File: config.mk
export PLATFORM = sky130hd
export DESIGN_NAME = gci_ctrl
export DESIGN_NICKNAME = d
export VERILOG_FILES = /design/src/hdl/gci_pkg.sv /design/src/hdl/gci_ctrl.sv
export SDC_FILE = /design/constraint.sdc
export NUM_CORES = 1
export LEC_CHECK = 0
export BUFFER_PORTS_ARGS = -buffer_cell sky130_fd_sc_hd__buf_4
export CORE_MARGIN = 8
export CORE_UTILIZATION = 45
export CTS_CLUSTER_DIAMETER = 120
export DETAILED_ROUTE_END_ITERATION = 6
export PLACE_DENSITY = 0.69
export SETUP_SLACK_MARGIN = 0.5
export SLEW_MARGIN = 20
export SYNTH_ARGS = -nofsm -noshare
export SYNTH_HDL_FRONTEND = slang
export SYNTH_SLANG_ARGS = --single-unit
File: constraint.sdc
create_clock -name clk -period 3.3 [get_ports clk]
set_clock_uncertainty 0.2 [all_clocks]
set_input_delay 0.165 -clock clk [delete_from_list [all_inputs] [get_ports clk]]
set_output_delay 0.165 -clock clk [all_outputs]
set_load 0.02 [all_outputs]
File: src/hdl/gci_pkg.sv
// ----------------------------------------------------------------------------
// gci_pkg
// Shared widths, codes and controller/datapath signal groups for the grid
// cost interpolator.
// ----------------------------------------------------------------------------
package gci_pkg;

  localparam int MAX_POINTS_DEF = 64;

  localparam int STATE_W = 32;
  localparam int COST_W  = 32;
  localparam int INDEX_W = 6;
  localparam int COUNT_W = 7;
  localparam int DIST_W  = 32;
  localparam int DIFF_W  = 33;
  localparam int PROD_W  = 64;
  localparam int IP_W    = 43;
  localparam int QBIG_B  = 40;
  localparam int STAT_W  = 2;
  localparam int APB_AW  = 3;
  localparam int APB_DW  = 32;

  localparam logic [COUNT_W-1:0] POINTS_RESET = 7'd2;

  localparam logic signed [COST_W-1:0] OUT_MAX = 32'sh7FFF_FFFF;
  localparam logic signed [COST_W-1:0] OUT_MIN = 32'sh8000_0000;

  localparam logic MODE_WRITE = 1'b0;
  localparam logic MODE_QUERY = 1'b1;

  localparam logic REG_POINTS_IN_USE = 1'b0;

  localparam logic [STAT_W-1:0] STATUS_OK    = 2'd0;
  localparam logic [STAT_W-1:0] STATUS_EQUAL = 2'd1;
  localparam logic [STAT_W-1:0] STATUS_SAT   = 2'd2;

  typedef struct packed {
    logic wr_en;
    logic load_query;
    logic scan_en;
    logic order_en;
    logic diff_en;
    logic mag_en;
    logic mul_en;
    logic div_en;
    logic round_en;
    logic res_load;
  } cmd_t;

  typedef struct packed {
    logic scan_last;
    logic pipe_busy;
    logic exact;
  } stat_t;

endpackage

File: src/hdl/gci_ctrl.sv
// ----------------------------------------------------------------------------
// gci_ctrl
// Sequencer for the grid cost interpolator: handshakes, scan, arithmetic
// steps and the result register's valid flag.
// ----------------------------------------------------------------------------
module gci_ctrl import gci_pkg::*; (
  input  logic  clk,
  input  logic  rst,
  input  logic  item_valid,
  input  logic  item_mode,
  output logic  item_ready,
  output logic  res_valid,
  input  logic  res_ready,
  output cmd_t  cmd,
  input  stat_t stat
);

  localparam int STEP_W = $clog2(PROD_W);

  typedef enum logic [3:0] {
    S_IDLE,
    S_SCAN,
    S_DRAIN,
    S_ORDER,
    S_DIFF,
    S_MAG,
    S_MUL,
    S_DIV,
    S_ROUND,
    S_DONE
  } state_t;

  state_t              state;
  logic [STEP_W-1:0]   div_cnt;
  logic                take;

  assign item_ready = (state == S_IDLE);
  assign take       = (state == S_DONE) && (!res_valid || res_ready);

  always_comb begin
    cmd            = '0;
    cmd.wr_en      = (state == S_IDLE) && item_valid && (item_mode == MODE_WRITE);
    cmd.load_query = (state == S_IDLE) && item_valid && (item_mode == MODE_QUERY);
    cmd.scan_en    = (state == S_SCAN);
    cmd.order_en   = (state == S_ORDER);
    cmd.diff_en    = (state == S_DIFF);
    cmd.mag_en     = (state == S_MAG);
    cmd.mul_en     = (state == S_MUL);
    cmd.div_en     = (state == S_DIV);
    cmd.round_en   = (state == S_ROUND);
    cmd.res_load   = take;
  end

  always_ff @(posedge clk) begin
    if (rst) begin
      state     <= S_IDLE;
      div_cnt   <= '0;
      res_valid <= 1'b0;
    end else begin
      if (take) begin
        res_valid <= 1'b1;
      end else if (res_ready) begin
        res_valid <= 1'b0;
      end
      case (state)
        S_IDLE: begin
          if (cmd.load_query) begin
            state <= S_SCAN;
          end
        end
        S_SCAN: begin
          if (stat.scan_last) begin
            state <= S_DRAIN;
          end
        end
        S_DRAIN: begin
          if (!stat.pipe_busy) begin
            state <= stat.exact ? S_DONE : S_ORDER;
          end
        end
        S_ORDER: state <= S_DIFF;
        S_DIFF:  state <= S_MAG;
        S_MAG:   state <= S_MUL;
        S_MUL: begin
          div_cnt <= '0;
          state   <= S_DIV;
        end
        S_DIV: begin
          div_cnt <= div_cnt + 1'b1;
          if (div_cnt == STEP_W'(PROD_W - 1)) begin
            state <= S_ROUND;
          end
        end
        S_ROUND: state <= S_DONE;
        S_DONE: begin
          if (take) begin
            state <= S_IDLE;
          end
        end
        default: state <= S_IDLE;
      endcase
    end
  end

endmodule

==> metrics.md <==
| Metric | Value |
|---|---|
| Run status | `finished, final reports clean` |
| Ys flop type | `dfxtp_1` |
| CTS root buf | `clkbuf_4` |
| Min Clock Period, post-route | `2.076 ns` |
| Non-Filler Instances | `132` |
| Io pins | `20` |
| H-tree Lvls | `1` |
| Final setup TNS | `0 ns` |
| EDFF count, synth | `0` |
| CP max FO | `15` |
| Initial DRC Count | `15` |
| Pre-Repair DR Iteration Count | `4` |
| CP arrival | `around 1.7 ns` |
| Post-synthesis compound-gate area fraction | `22.70%` |
| Max-slew headroom | `roughly 69%` |
| Post-Synth Simple-Gate Area | `38.41%` |
| Netlist Area Pre-Place | `approximately 790 µm²` |
| DIE AREA | `0.003347 mm²` |
| Hold path startpoint | `res_ready` |
| Final net count | `between 100 and 150` |
| Commonest cells in the synthesized netlist | `14 x nor2_1, 11 x dfxtp_1, 8 x a21oi_1, 8 x nand2_1, 5 x nor3_1` |
| Largest family of logic cells by synthesized area | `simple AND/OR/NAND/NOR gates` |
| Reg2reg setup slack | `1.33 ns` |
| Fraction of synthesized area in multiplexers | `1.270%` |
| Most area-consuming cells after synthesis | `dfxtp_1 28%, nor2_1 6.7%, a21oi_1 5.1%` |
| Via count | `766` |
| Fmax | `481.7 MHz` |
| Lkg Pwr | `0.3988 nW` |
| Final setup margin | `1.224 ns` |
| Hold WC Path Type | `in2reg` |
| Xor-xnor portion of the synthesized cell area | `0%` |
| Worst Path Class, Setup | `reg2out` |
| Critical R2R Launch | `state[3]` |
| Power Density | `about 630 mW/mm²` |
| Final HPWL DP | `~1.4 mm` |
| CP bufs+invs | `1` |
| # diodes | `0` |
| Sequential area share after synthesis | `27.94%` |
| # setup viols final | `0` |
| Net Count, Synth | `106` |
| CP max stage cell | `or3_1` |
| Distinct cells, synth | `42` |
| Reg-to-reg endpoint | `state[3]` |
| Slew Limit Fails | `0` |
| Tightest Pin Transition | `~0.47 ns` |
| Die Wd | `57.86 µm` |
| TritonCTS buffer count | `3` |
| Placed cells | `127` |
| Final hold vios | `0` |
| CP Cell Sequence | `or3_1, nor2_1, and3_1, buf_4` |
| Final WL | `1.816 mm` |
| Worst r2r path cells | `5` |
| Pre-CTS WS | `1.364 ns` |
| CP top delay family | `simple AND/OR/NAND/NOR gates` |
| Warnings from Yosys | `0` |
| Area leader, netlist | `dfxtp_1` |
| Worst Setup SP | `state[2]` |
| Setup crit end kind | `output pin` |
| Initial core utilization | `46.67%` |
| Hold path cells | `4` |
| Vias in the first global route | `a little over 700` |
| Post-Synth Adder-Cell Area | `1.587%` |
| Row count | `15` |
| Global-route wire length before repair | `approximately 3.1 mm` |
| Hold worst-path end | `state[3]` |
| Max Root-Sink Buffers | `2` |
| RSZ-0062 raised after global routing | `no` |
| Mapped Cells | `97` |
| Worst-Skew Late Latency | `0.27 ns` |
| Count leader, synth | `nor2_1` |
| Largest net degree at the start of global routing | `17` |
| Post-synth top area share | `27.94%` |
| CTS tree | `done` |
| WL per Instance | `13.76 µm` |
| Slowest Stage Delay on Critical Path | `~0.50 ns` |
| Share of cells above drive strength 1 | `between 20 and 30%` |
| Post-CTS Setup Repair Bufs | `0` |
| # Max-Cap Violations | `0` |
| Synth Register Bits | `11` |
| Core box area | `0.001689 mm²` |
| GRT Total Usage | `a little under an eighth` |
| Startpoint types | `flop` |
| Clock transition at path regs | `roughly 0.070 ns` |
| CP required | `2.93 ns` |
| Residual DRC | `0` |
| Avg Synthesized Cell Area | `8.126 µm²` |
| PortBufs | `19` |
| Post-CTS Resized | `0` |
| Crit path depth | `4` |
| Routed Antenna Nets | `0` |
| Via density per instance | `approximately 5.8` |
| Fin crit share | `62.90%` |
| Initial antenna violation count | `0` |
| Max rail drop VDD | `0.3242 mV` |
| Die Y-Extent | `57.86 µm` |
| Asr flop ratio synth | `0%` |
| Remaining Overflow, GRT | `0` |
| Area grow syn2layout | `19.68%` |
| CTS sink cnt | `11` |
| Routability congestion estimate | `0.7997` |
## tightest hold or removal path: stages
cell       delay, ns
buf_4           0.08
nor2b_1         0.06
nand2b_4        0.08
a2111oi_4       0.06
## kinds of logic after synthesis
logic type / Yosys count
AND/OR/NAND/NOR: 52
multiplexers: 1
flip-flops: 11
buffers and inverters: 10
adder cells (fa/ha/maj): 1
AO/OA/AOI/OAI: 22
## repair_timing
item / CTS / global route
endpoints found under the setup margin: 0 / 0
hold buffers: 1 / 0
hold endpoints to repair: 9 / 0
## layout make-up
cell class	count	area, µm²
multi-input cells	76	504.2
fillers	171	745.7
well taps	17	21.27
repair buffers	20	152.6
flip-flops and latches	11	220.2
clock buffers	3	22.52
clock inverters	1	5.005
inverters	4	17.52
## layer usage
metal / vias up / part of all wire (%) / global-route usage [%]
met5: - / 0 / 0
met4: 0 / 0.99 / 3.147
met3: 4 / 5.9 / 5.077
met2: 24 / 48 / 19.27
met1: 346 / 45 / 13.05
li1: 392 / - / -
## metrics by stage
stage / area [µm²] / power (mW) / hold slack [ns] / utilization, %
after floorplan: 788.3 / 0.4351 / 0.1403 / -
after global placement: 905.9 / 0.5020 / 0.2407 / 53.63
after detailed placement: 905.9 / 0.5087 / 0.2446 / 53.63
after CTS: 943.4 / 0.5999 / 0.02962 / 55.85
after global routing: 943.4 / 0.6394 / 0.02881 / 55.85
final: 943.4 / 0.5969 / 0.03060 / 55.85
## worst max path at each step
| stage | end | slack [ns] |
|---|---|---|
| 5_1_grt | cmd[9] | 1.08 |
| 3_5_place_dp | state[3] | 1.36 |
| 4_1_cts | cmd[8] | 1.23 |
| 2_1_floorplan | cmd[9] | 1.44 |
| 6_report | cmd[8] | 1.22 |
| 3_3_place_gp | state[3] | 1.46 |
## state kept, by name (all words and copies together) (netlist names)
| signal | flops |
|---|---|
| res_valid | 1 |
| state | 4 |
| div_cnt | 6 |
## placed cells by master (no fill, tap or decap), types with 2 or more instances in the layout
cell | Yosys | layout
dfxtp_1 | 11 | 11
nand2b_1 | 3 | 3
buf_4 | 2 | 19
nand3_1 | 2 | 2
clkbuf_4 | 0 | 3
nand4_1 | 2 | 2
inv_1 | 3 | 3
nand2_1 | 8 | 8
and3_1 | 3 | 3
a311oi_1 | 2 | 2
nand3b_1 | 2 | 2
nor2_1 | 14 | 14
o21ai_1 | 2 | 2
a21oi_1 | 8 | 8
nor2b_1 | 2 | 2
nor3_1 | 5 | 5
## where the power goes
part           internal [mW]  leakage [nW]  switching (mW)  total, mW
logic                  0.130         0.292           0.168      0.299
clock network         0.0449        0.0177          0.0464     0.0913
registers              0.149        0.0892          0.0577      0.207
(Power assumes the default switching activity.)
